--- src/rtl/core/ngh_pkg.sv ---
`timescale 1ns / 1ps
// ----------------------------------------------------------------------------
// ngh_pkg: shared types and constants of the noise gate
// register indexes, fixed coefficients and the sequencer state type
// ----------------------------------------------------------------------------
package ngh_pkg;

  // configuration port
  localparam int CFG_IDX_W  = 2;
  localparam int CFG_DATA_W = 23;

  localparam logic [CFG_IDX_W-1:0] CFG_THRESHOLD_LEVEL = 2'd0;
  localparam logic [CFG_IDX_W-1:0] CFG_ATTACK_COEF     = 2'd1;
  localparam logic [CFG_IDX_W-1:0] CFG_RELEASE_COEF    = 2'd2;
  localparam logic [CFG_IDX_W-1:0] CFG_HOLD_SAMPLES    = 2'd3;

  // register widths and reset values
  localparam int THR_W  = 23;
  localparam int COEF_W = 16;
  localparam int HOLD_W = 13;

  localparam logic [COEF_W-1:0] ATTACK_RST  = 16'd29950;
  localparam logic [COEF_W-1:0] RELEASE_RST = 16'd399;

  // arithmetic constants
  localparam int ENV_W  = 24;
  localparam int GAIN_W = 17;
  localparam int Q14_W  = 15;
  localparam logic signed [16:0]       ENV_COEF = 17'sd1311;
  localparam logic [GAIN_W-1:0]        GAIN_ONE = 17'd65536;
  localparam logic [Q14_W-1:0]         Q14_ONE  = 15'd16384;
  localparam logic [ENV_W-1:0]         ENV_MAX  = 24'hFFFFFF;

  // sequencer states, one-hot
  typedef enum logic [6:0] {
    ST_IDLE     = 7'b0000001,
    ST_ENV_MUL  = 7'b0000010,
    ST_ENV_ADD  = 7'b0000100,
    ST_GAIN_MUL = 7'b0001000,
    ST_GAIN_ADD = 7'b0010000,
    ST_OUT_MUL  = 7'b0100000,
    ST_OUT_SAT  = 7'b1000000
  } state_t;

endpackage

--- src/rtl/core/ngh_in_if.sv ---
`timescale 1ns / 1ps
// ----------------------------------------------------------------------------
// ngh_in_if: input sample channel
// valid/ready handshake carrying one signed audio sample per word
// ----------------------------------------------------------------------------
interface ngh_in_if #(
  parameter int SAMPLE_BITS = 24
);
  logic                          valid;
  logic                          ready;
  logic signed [SAMPLE_BITS-1:0] sample_in;

  modport source (output valid, output sample_in, input ready);
  modport sink   (input valid, input sample_in, output ready);
endinterface

--- src/rtl/core/ngh_out_if.sv ---
`timescale 1ns / 1ps
// ----------------------------------------------------------------------------
// ngh_out_if: gated sample channel
// valid/ready handshake carrying one signed gated sample per word
// ----------------------------------------------------------------------------
interface ngh_out_if #(
  parameter int SAMPLE_BITS = 24
);
  logic                          valid;
  logic                          ready;
  logic signed [SAMPLE_BITS-1:0] sample_out;

  modport source (output valid, output sample_out, input ready);
  modport sink   (input valid, input sample_out, output ready);
endinterface

--- src/rtl/core/noise_gate_with_hold.sv ---
`timescale 1ns / 1ps
// one word is worked on at a time: a new word is taken only in the idle state;
// one shared multiplier is used three times per word (envelope, gain, output),
//   each use followed by an add/clamp step
// the result sits in an output register; a new word is taken while it waits
// reset (rst_n, synchronous, active low): envelope 0, gain unity, hold 0,
//   gate open, registers to threshold 0, attack 29950, release 399, hold 0
// ----------------------------------------------------------------------------
// noise_gate_with_hold: noise gate with hold, attack and release
// envelope follower, gate/hold logic and gain smoothing on a shared multiplier
// ----------------------------------------------------------------------------
module noise_gate_with_hold #(
  parameter int SAMPLE_BITS = 24
) (
  input  logic                            clk,
  input  logic                            rst_n,
  ngh_in_if.sink                          in_s,
  ngh_out_if.source                       out_s,
  input  logic                            cfg_we,
  input  logic [ngh_pkg::CFG_IDX_W-1:0]   cfg_index,
  input  logic [ngh_pkg::CFG_DATA_W-1:0]  cfg_data
);

  // multiplier operand widths: a is the wide signed operand, b the coefficient
  localparam int MA = (SAMPLE_BITS > 26) ? SAMPLE_BITS : 26;
  localparam int MB = 17;
  localparam int PW = MA + MB;
  // magnitude rescale to q23
  localparam int MAG_W = (SAMPLE_BITS > 24) ? SAMPLE_BITS : 24;
  localparam int LSH   = (SAMPLE_BITS < 24) ? 24 - SAMPLE_BITS : 0;
  localparam int RSH   = (SAMPLE_BITS > 24) ? SAMPLE_BITS - 24 : 0;
  // output saturation bounds
  localparam logic signed [PW-1:0] Y_MAX =
    {{(PW-SAMPLE_BITS+1){1'b0}}, {(SAMPLE_BITS-1){1'b1}}};
  localparam logic signed [PW-1:0] Y_MIN = ~Y_MAX;

  // ---------------------------------------------------------------- config
  logic [ngh_pkg::THR_W-1:0]  thr_r;
  logic [ngh_pkg::COEF_W-1:0] attack_r;
  logic [ngh_pkg::COEF_W-1:0] release_r;
  logic [ngh_pkg::HOLD_W-1:0] hold_cfg_r;

  always_ff @(posedge clk) begin
    if (!rst_n) begin
      thr_r      <= '0;
      attack_r   <= ngh_pkg::ATTACK_RST;
      release_r  <= ngh_pkg::RELEASE_RST;
      hold_cfg_r <= '0;
    end else if (cfg_we) begin
      case (cfg_index)
        ngh_pkg::CFG_THRESHOLD_LEVEL: thr_r      <= cfg_data[ngh_pkg::THR_W-1:0];
        ngh_pkg::CFG_ATTACK_COEF:     attack_r   <= cfg_data[ngh_pkg::COEF_W-1:0];
        ngh_pkg::CFG_RELEASE_COEF:    release_r  <= cfg_data[ngh_pkg::COEF_W-1:0];
        ngh_pkg::CFG_HOLD_SAMPLES:    hold_cfg_r <= cfg_data[ngh_pkg::HOLD_W-1:0];
        default: ;
      endcase
    end
  end

  // ---------------------------------------------------------------- state
  ngh_pkg::state_t state_r, state_nxt;

  logic signed [SAMPLE_BITS-1:0]  sample_r;      // word under work
  logic [ngh_pkg::ENV_W-1:0]      env_r;         // q23 envelope
  logic [ngh_pkg::GAIN_W-1:0]     gain_r;        // q16 gain, 0..65536
  logic [ngh_pkg::HOLD_W-1:0]     hold_left_r;
  logic                           gate_open_r;
  logic signed [PW-1:0]           prod_r;        // shared multiplier result
  logic signed [SAMPLE_BITS-1:0]  out_data_r;
  logic                           out_valid_r;

  logic in_fire;
  logic out_fire;
  logic out_load;

  assign in_s.ready = (state_r == ngh_pkg::ST_IDLE);
  assign in_fire    = in_s.valid && in_s.ready;
  assign out_fire   = out_valid_r && out_s.ready;
  // final stage waits while the previous result is still unclaimed
  assign out_load   = (state_r == ngh_pkg::ST_OUT_SAT) && (!out_valid_r || out_s.ready);

  assign out_s.valid      = out_valid_r;
  assign out_s.sample_out = out_data_r;

  // ---------------------------------------------------------------- sequencer
  always_comb begin
    state_nxt = state_r;
    case (state_r)
      ngh_pkg::ST_IDLE:     if (in_fire) state_nxt = ngh_pkg::ST_ENV_MUL;
      ngh_pkg::ST_ENV_MUL:  state_nxt = ngh_pkg::ST_ENV_ADD;
      ngh_pkg::ST_ENV_ADD:  state_nxt = ngh_pkg::ST_GAIN_MUL;
      ngh_pkg::ST_GAIN_MUL: state_nxt = ngh_pkg::ST_GAIN_ADD;
      ngh_pkg::ST_GAIN_ADD: state_nxt = ngh_pkg::ST_OUT_MUL;
      ngh_pkg::ST_OUT_MUL:  state_nxt = ngh_pkg::ST_OUT_SAT;
      ngh_pkg::ST_OUT_SAT:  if (out_load) state_nxt = ngh_pkg::ST_IDLE;
      default:              state_nxt = ngh_pkg::ST_IDLE;
    endcase
  end

  // ---------------------------------------------------------------- magnitude
  // |sample| rescaled to q23; the most negative sample gives exactly 2^23
  logic [SAMPLE_BITS-1:0] abs_s;
  logic [MAG_W-1:0]       abs_ext;
  logic [MAG_W-1:0]       mag_w;
  logic [ngh_pkg::ENV_W-1:0] mag_q23;

  assign abs_s   = sample_r[SAMPLE_BITS-1] ? (~sample_r + 1'b1) : sample_r;
  assign abs_ext = MAG_W'(abs_s);
  assign mag_w   = (abs_ext << LSH) >> RSH;
  assign mag_q23 = mag_w[ngh_pkg::ENV_W-1:0];

  // ---------------------------------------------------------------- operands
  logic signed [25:0] env_diff;     // magnitude - envelope
  logic signed [17:0] gain_diff;    // target - gain
  logic [ngh_pkg::COEF_W-1:0] coef;
  logic [17:0] q14_rnd;
  logic [ngh_pkg::Q14_W-1:0] q14;
  logic signed [MA-1:0] op_a;
  logic signed [MB-1:0] op_b;

  assign env_diff  = $signed({2'b00, mag_q23}) - $signed({2'b00, env_r});
  assign gain_diff = gate_open_r ? $signed({1'b0, ngh_pkg::GAIN_ONE} - {1'b0, gain_r})
                                 : -$signed({1'b0, gain_r});
  assign coef      = gate_open_r ? attack_r : release_r;

  // q14 gain: round then limit to one
  assign q14_rnd = {1'b0, gain_r} + 18'd2;
  assign q14     = (q14_rnd[17:2] > 16'(ngh_pkg::Q14_ONE)) ? ngh_pkg::Q14_ONE
                                                           : q14_rnd[16:2];

  always_comb begin
    case (state_r)
      ngh_pkg::ST_ENV_MUL: begin
        op_a = MA'(env_diff);
        op_b = ngh_pkg::ENV_COEF;
      end
      ngh_pkg::ST_GAIN_MUL: begin
        op_a = MA'(gain_diff);
        op_b = $signed({1'b0, coef});
      end
      ngh_pkg::ST_OUT_MUL: begin
        op_a = MA'(sample_r);
        op_b = $signed({2'b00, q14});
      end
      default: begin
        op_a = '0;
        op_b = '0;
      end
    endcase
  end

  // ---------------------------------------------------------------- post-multiply
  logic signed [PW-1:0]  step16;    // floor(product / 2^16)
  logic signed [PW-1:0]  y_full;    // floor(product / 2^14)
  logic signed [26:0]    env_sum;
  logic [ngh_pkg::ENV_W-1:0] env_new;
  logic signed [18:0]    gain_sum;
  logic [ngh_pkg::GAIN_W-1:0] gain_new;
  logic                  gate_hit;

  assign step16 = prod_r >>> 16;
  assign y_full = prod_r >>> 14;

  assign env_sum = $signed({3'b000, env_r}) + 27'(step16);
  always_comb begin
    if (env_sum < 0)
      env_new = '0;
    else if (env_sum > $signed({3'b000, ngh_pkg::ENV_MAX}))
      env_new = ngh_pkg::ENV_MAX;
    else
      env_new = env_sum[ngh_pkg::ENV_W-1:0];
  end

  // zero threshold keeps the gate open
  assign gate_hit = (thr_r == '0) || (env_new > {1'b0, thr_r});

  assign gain_sum = $signed({2'b00, gain_r}) + 19'(step16);
  always_comb begin
    if (gain_sum < 0)
      gain_new = '0;
    else if (gain_sum > $signed({2'b00, ngh_pkg::GAIN_ONE}))
      gain_new = ngh_pkg::GAIN_ONE;
    else
      gain_new = gain_sum[ngh_pkg::GAIN_W-1:0];
  end

  // ---------------------------------------------------------------- datapath regs
  always_ff @(posedge clk) begin
    if (!rst_n) begin
      state_r     <= ngh_pkg::ST_IDLE;
      env_r       <= '0;
      gain_r      <= ngh_pkg::GAIN_ONE;
      hold_left_r <= '0;
      gate_open_r <= 1'b1;
      out_valid_r <= 1'b0;
    end else begin
      state_r <= state_nxt;

      if (state_r == ngh_pkg::ST_ENV_ADD) begin
        env_r <= env_new;
        if (gate_hit) begin
          gate_open_r <= 1'b1;
          hold_left_r <= hold_cfg_r;
        end else if (gate_open_r && hold_left_r != '0) begin
          hold_left_r <= hold_left_r - 1'b1;
        end else begin
          gate_open_r <= 1'b0;
        end
      end

      if (state_r == ngh_pkg::ST_GAIN_ADD)
        gain_r <= gain_new;

      if (out_load)
        out_valid_r <= 1'b1;
      else if (out_fire)
        out_valid_r <= 1'b0;
    end
  end

  // payload registers
  always_ff @(posedge clk) begin
    if (in_fire)
      sample_r <= in_s.sample_in;
    // product held until its add or saturation step takes it, even under a stall
    if (state_r inside {ngh_pkg::ST_ENV_MUL, ngh_pkg::ST_GAIN_MUL, ngh_pkg::ST_OUT_MUL})
      prod_r <= PW'(op_a * op_b);
    if (out_load) begin
      if (y_full > Y_MAX)
        out_data_r <= Y_MAX[SAMPLE_BITS-1:0];
      else if (y_full < Y_MIN)
        out_data_r <= Y_MIN[SAMPLE_BITS-1:0];
      else
        out_data_r <= y_full[SAMPLE_BITS-1:0];
    end
  end

  // ---------------------------------------------------------------- checks
  // gain never leaves 0..unity
  a_gain_range: assert property (@(posedge clk) disable iff (!rst_n)
    gain_r <= ngh_pkg::GAIN_ONE)
    else $error("gain above unity");

  // a pending hold count only exists while the gate is open
  a_hold_open: assert property (@(posedge clk) disable iff (!rst_n)
    (hold_left_r != '0) |-> gate_open_r)
    else $error("hold count with closed gate");

  // a new result word only comes out of the saturation step
  a_out_src: assert property (@(posedge clk) disable iff (!rst_n)
    $rose(out_valid_r) |-> $past(state_r == ngh_pkg::ST_OUT_SAT))
    else $error("result word raised outside final step");

endmodule

--- src/flat_wrapper.sv ---
// flat-port wrapper written by rule: the top's interface ports become plain ports
module noise_gate_with_hold_flat 
#(
  parameter int SAMPLE_BITS = 24
)
  (clk, rst_n, cfg_we, cfg_index, cfg_data, in_s_valid, in_s_sample_in, in_s_ready, out_s_valid, out_s_sample_out, out_s_ready);
  ngh_in_if #(.SAMPLE_BITS(SAMPLE_BITS)) in_s_i ();
  ngh_out_if #(.SAMPLE_BITS(SAMPLE_BITS)) out_s_i ();
  input  logic clk;
  input  logic rst_n;
  input  logic cfg_we;
  input  logic [ngh_pkg::CFG_IDX_W-1:0] cfg_index;
  input  logic [ngh_pkg::CFG_DATA_W-1:0] cfg_data;
  input wire logic [$bits(in_s_i.valid)-1:0] in_s_valid;
  input wire logic [$bits(in_s_i.sample_in)-1:0] in_s_sample_in;
  output wire logic [$bits(in_s_i.ready)-1:0] in_s_ready;
  output wire logic [$bits(out_s_i.valid)-1:0] out_s_valid;
  output wire logic [$bits(out_s_i.sample_out)-1:0] out_s_sample_out;
  input wire logic [$bits(out_s_i.ready)-1:0] out_s_ready;
  assign in_s_i.valid = in_s_valid;
  assign in_s_i.sample_in = in_s_sample_in;
  assign in_s_ready = in_s_i.ready;
  assign out_s_valid = out_s_i.valid;
  assign out_s_sample_out = out_s_i.sample_out;
  assign out_s_i.ready = out_s_ready;
  noise_gate_with_hold #(.SAMPLE_BITS(SAMPLE_BITS)) u_core (.clk(clk), .rst_n(rst_n), .in_s(in_s_i), .out_s(out_s_i), .cfg_we(cfg_we), .cfg_index(cfg_index), .cfg_data(cfg_data));
endmodule
--- config.mk ---
export PLATFORM = sky130hd
export DESIGN_NAME = noise_gate_with_hold_flat
export DESIGN_NICKNAME = d
export VERILOG_FILES = /design/src/rtl/core/ngh_pkg.sv /design/src/rtl/core/ngh_in_if.sv /design/src/rtl/core/ngh_out_if.sv /design/src/rtl/core/noise_gate_with_hold.sv /design/src/flat_wrapper.sv
export SDC_FILE = /design/constraint.sdc
export NUM_CORES = 2
export LEC_CHECK = 0
export BUFFER_PORTS_ARGS = -buffer_cell sky130_fd_sc_hd__buf_2
export CORE_UTILIZATION = 55
export DETAILED_ROUTE_END_ITERATION = 16
export GPL_ROUTABILITY_DRIVEN = 0
export PLACE_DENSITY = 0.7
export SLEW_MARGIN = 20
export SYNTH_ARGS = -nofsm -noshare
export SYNTH_HDL_FRONTEND = slang
export SYNTH_SLANG_ARGS = --single-unit
--- constraint.sdc ---
create_clock -name clk -period 24.1 [get_ports clk]
set_input_delay 4.82 -clock clk [delete_from_list [all_inputs] [get_ports clk]]
set_output_delay 4.82 -clock clk [all_outputs]
set_load 0.02 [all_outputs]
==> impl_metrics.py <==
metrics = {
    "place": {
        "hpwl_um": 64600,
        "post_dp_cell_area_mm2": 0.0289,
        "portBuffers": 79,
        "dp.cells": 3858,
    },
    "pwr": {
        "p_comb_frac": 0.179,
        "pwr-share-clk": 0.405,
        "p_leak_nw": 13.6,
        "pwr-share-seq": 0.416,
        "p_sw_w": 0.000276,
        "power_density_mw_per_mm2": 31.4,
        "ir_worst_vdd_mv": 0.0490,
        "total_power_w": 0.000934,
        "switching_share": 0.295,
        "p_int_w": 0.000658,
    },
    "setup_path": {
        "path_delay_family": "adder cells",
        "reg2reg_from": "u_core.sample_r[6]$_DFFE_PP_",
        "critPathKind": "flop to flop",
        "path_buf_inv": 3,
        "crit_arrival_ns": 11.13,
        "cp_max_fo": 12,
        "critPathMaxStageDelay_ns": 0.90,
        "worstSetupEndpointType": "flop",
        "worstPathRequired_ns": 24.36,
        "cp-start-kind": "flop",
        "crit_path_frequent_cell": "fa_1",
        "crit_slowest_cell": "fa_1",
        "cp-startpoint": "u_core.sample_r[6]$_DFFE_PP_",
    },
    "die": {
        "rows": 82,
        "die_w_um": 227,
        "start_util": 0.556,
        "dieArea_mm2": 0.0515,
        "num_io_pins": 80,
        "die_h_um": 227,
        "fp.coreArea_mm2": 0.0501,
    },
    "synth": {
        "synthAdderAreaFrac": 0.373,
        "synth_flop_cell": "dfxtp_1",
        "yosys.area.top_type": "fa_1",
        "syn_area_mm2": 0.0278,
        "avgSynthCellArea_um2": 8.70,
        "synth_cells": 3199,
        "synthSimpleGateAreaFrac": 0.165,
        "synth_cell_types": 91,
        "synth_top_family_by_area": "adder cells",
        "yosysMostFrequentCell": "inv_1",
        "synthArstFlopShare": 0,
        "synth_edf_count": 77,
        "yosys.area.top_type_share": 0.285,
        "synthTopCellsByCount": "554 x inv_1, 493 x nand2_1, 396 x fa_1",
        "yosys_warnings": 0,
        "ys_ff_latch": 208,
        "synth.area.mux_share": 0.0116,
        "synth_compound_area_frac": 0.140,
        "synth_seq_area_share": 0.177,
        "synthXorXnorAreaFrac": 0.0396,
        "synth_area_leaders": "fa_1 28%, dfxtp_1 9.4%, ha_1 8.8%",
        "synth_nets": 3845,
    },
    "run_status": {
        "status": "complete, no violations",
    },
    "clock_tree": {
        "cts_hold_buf": 0,
        "clk_path_buf_depth": 3,
        "cts_sinks": 208,
        "cts_tree": "yes",
        "cts_resized": 0,
        "insertion_delay_ns": 0.56,
        "clk_pin_slew_ns": 0.06,
        "numCtsBuffers": 24,
        "cts_setup_buffers": 0,
        "cts-root-buf": "clkbuf_16",
        "cts_max_level": 1,
    },
    "timing": {
        "period_minus_slack_ns": 10.87,
        "post-route-period-util": 0.451,
        "drv_slew": 0,
        "final_hold_viol_count": 0,
        "holdWs_ns": 0.466,
        "setup_viol_count_final": 0,
        "tns_ns": 0,
        "tightestPinTransition_ns": 1.17,
        "rsz0062_at_grt": "no",
        "relSlewSlack": 0.221,
        "clock_skew_ns": 0.0413,
        "fmax_mhz": 92.0,
    },
    "global_routing": {
        "grt_util_all_layers": 0.324,
        "gr-total-overflow": 0,
        "antenna_found_initial": 1,
        "grt_max_degree": 66,
        "grt_pass1_wl_um": 128000,
        "grt_pass1_vias": 23094,
    },
    "route": {
        "ant_nets": 0,
        "vias": 22937,
        "drc": 0,
        "wl_um": 81100,
        "drtPass1Iterations": 5,
        "drt_iter0_markers": 2276,
        "via_per_inst": 5.88,
        "wire_per_inst_um": 20.8,
    },
    "cells_and_area": {
        "drive_gt1_frac": 0.0659,
        "synthToLayoutAreaGrowth_pct": 6.76,
        "final_cell_count_no_fill": 3903,
        "nets": 3859,
        "antenna_cells": 0,
        "fin_area_mm2": 0.0297,
        "fill_cells": 4476,
    },
    "min_path": {
        "min-delay-start": "u_core.release_r[11]$_SDFFE_PN0P_",
        "holdCritPathClass": "flop to flop",
    },
    "flow_run": {
        "drv_cap": 0,
    },
}
-- final timing paths --
check | end | cells past startpoint | slack (ns)
max reg2reg | u_core.prod_r[42]$_DFFE_PP_ | 32 | 13.23
max | u_core.prod_r[42]$_DFFE_PP_ | 32 | 13.23
min | u_core.release_r[11]$_SDFFE_PN0P_ | 2 | 0.47
min reg2reg | u_core.release_r[11]$_SDFFE_PN0P_ | 2 | 0.47
-- cell usage in the layout, fill, tap and decap left out, drive strengths merged, types with 7 or more instances in the layout --
cell,synthesis,final
o21a,52,52
buf,36,115
or3,15,15
ha,196,196
o21ai,88,88
a211oi,7,7
o22ai,13,13
or2,11,11
a221o,8,8
and3,21,21
nor3,42,42
nor2b,30,30
nand2b,16,16
a21boi,79,79
nor4,19,19
nand3b,7,7
a21oi,104,104
nand2,494,494
nand3,55,55
a221oi,7,7
dfxtp,131,131
a22oi,13,13
a31oi,12,12
clkinv,0,7
nor2,207,207
and2,39,39
o221ai,12,12
xnor2,89,89
o211ai,15,15
edfxtp,77,77
inv,555,557
fa,396,396
nor3b,11,11
mux2i,31,31
a21o,71,71
clkbuf,92,36
o31ai,11,11
nand4,16,16
xor2,37,37
-- final cells by class --
cell class	count	area (um^2)	share of cell area
Multi-Input combinational cell	2308	20400	0.685
Sequential cell	208	4930	0.166
Inverter	555	2080	0.0701
Tap cell	672	841	0.0283
Clock buffer	35	756	0.0254
Timing Repair Buffer	116	671	0.0226
Clock inverter	9	71.3	0.00240
-- metrics by stage --
step | setup slack (ns) | util
after floorplan | 14.67 | -
after global placement | 13.84 | 0.576
after detailed placement | 13.44 | 0.576
after CTS | 13.35 | 0.593
after global routing | 12.65 | 0.593
final | 13.23 | 0.593
-- kinds of logic after synthesis --
group	count (synthesis)
flip-flops	208
multiplexers	32
buffers and inverters	683
XOR/XNOR	126
AND/OR/NAND/NOR	1011
AO/OA/AOI/OAI	547
adder cells (fa/ha/maj)	592
-- flip-flops by register name (all words and copies together) (netlist names) --
signal	cells
u_core.attack_r	16
u_core.out_s.valid	1
u_core.gate_open_r	1
u_core.thr_r	23
u_core.gain_r	17
u_core.hold_cfg_r	13
u_core.prod_r	29
u_core.release_r	16
u_core.sample_r	24
u_core.hold_left_r	13
u_core.state_r	7
u_core.env_r	24
u_core.out_s.sample_out	24
-- worst min-delay path, delay by kind of cell (launching register included) --
family / cells / cell delay, ns
DFF: 1 / 0.31
AOI/OAI and AO/OA: 1 / 0.07
and+or+nand+nor: 1 / 0.04
-- metal layers --
metal,GRT usage,vias to the layer above,wire length [um]
met5,0,-,0
met4,0.149,0,4280
met3,0.0687,227,8170
met2,0.495,1163,35600
met1,0.443,11173,33100
li1,-,10374,-
-- power by group through the flow --
stage / combinational (W) / clock (W) / sequential [W]
global route: 0.000181 / 0.000396 / 0.000389
floorplan: 0.000118 / 0 / 0.000389
CTS: 0.000163 / 0.000382 / 0.000387
finish: 0.000167 / 0.000378 / 0.000388
detailed placement: 0.000162 / 0 / 0.000395
global placement: 0.000158 / 0 / 0.000394
Power figures use the tool's default switching activity.
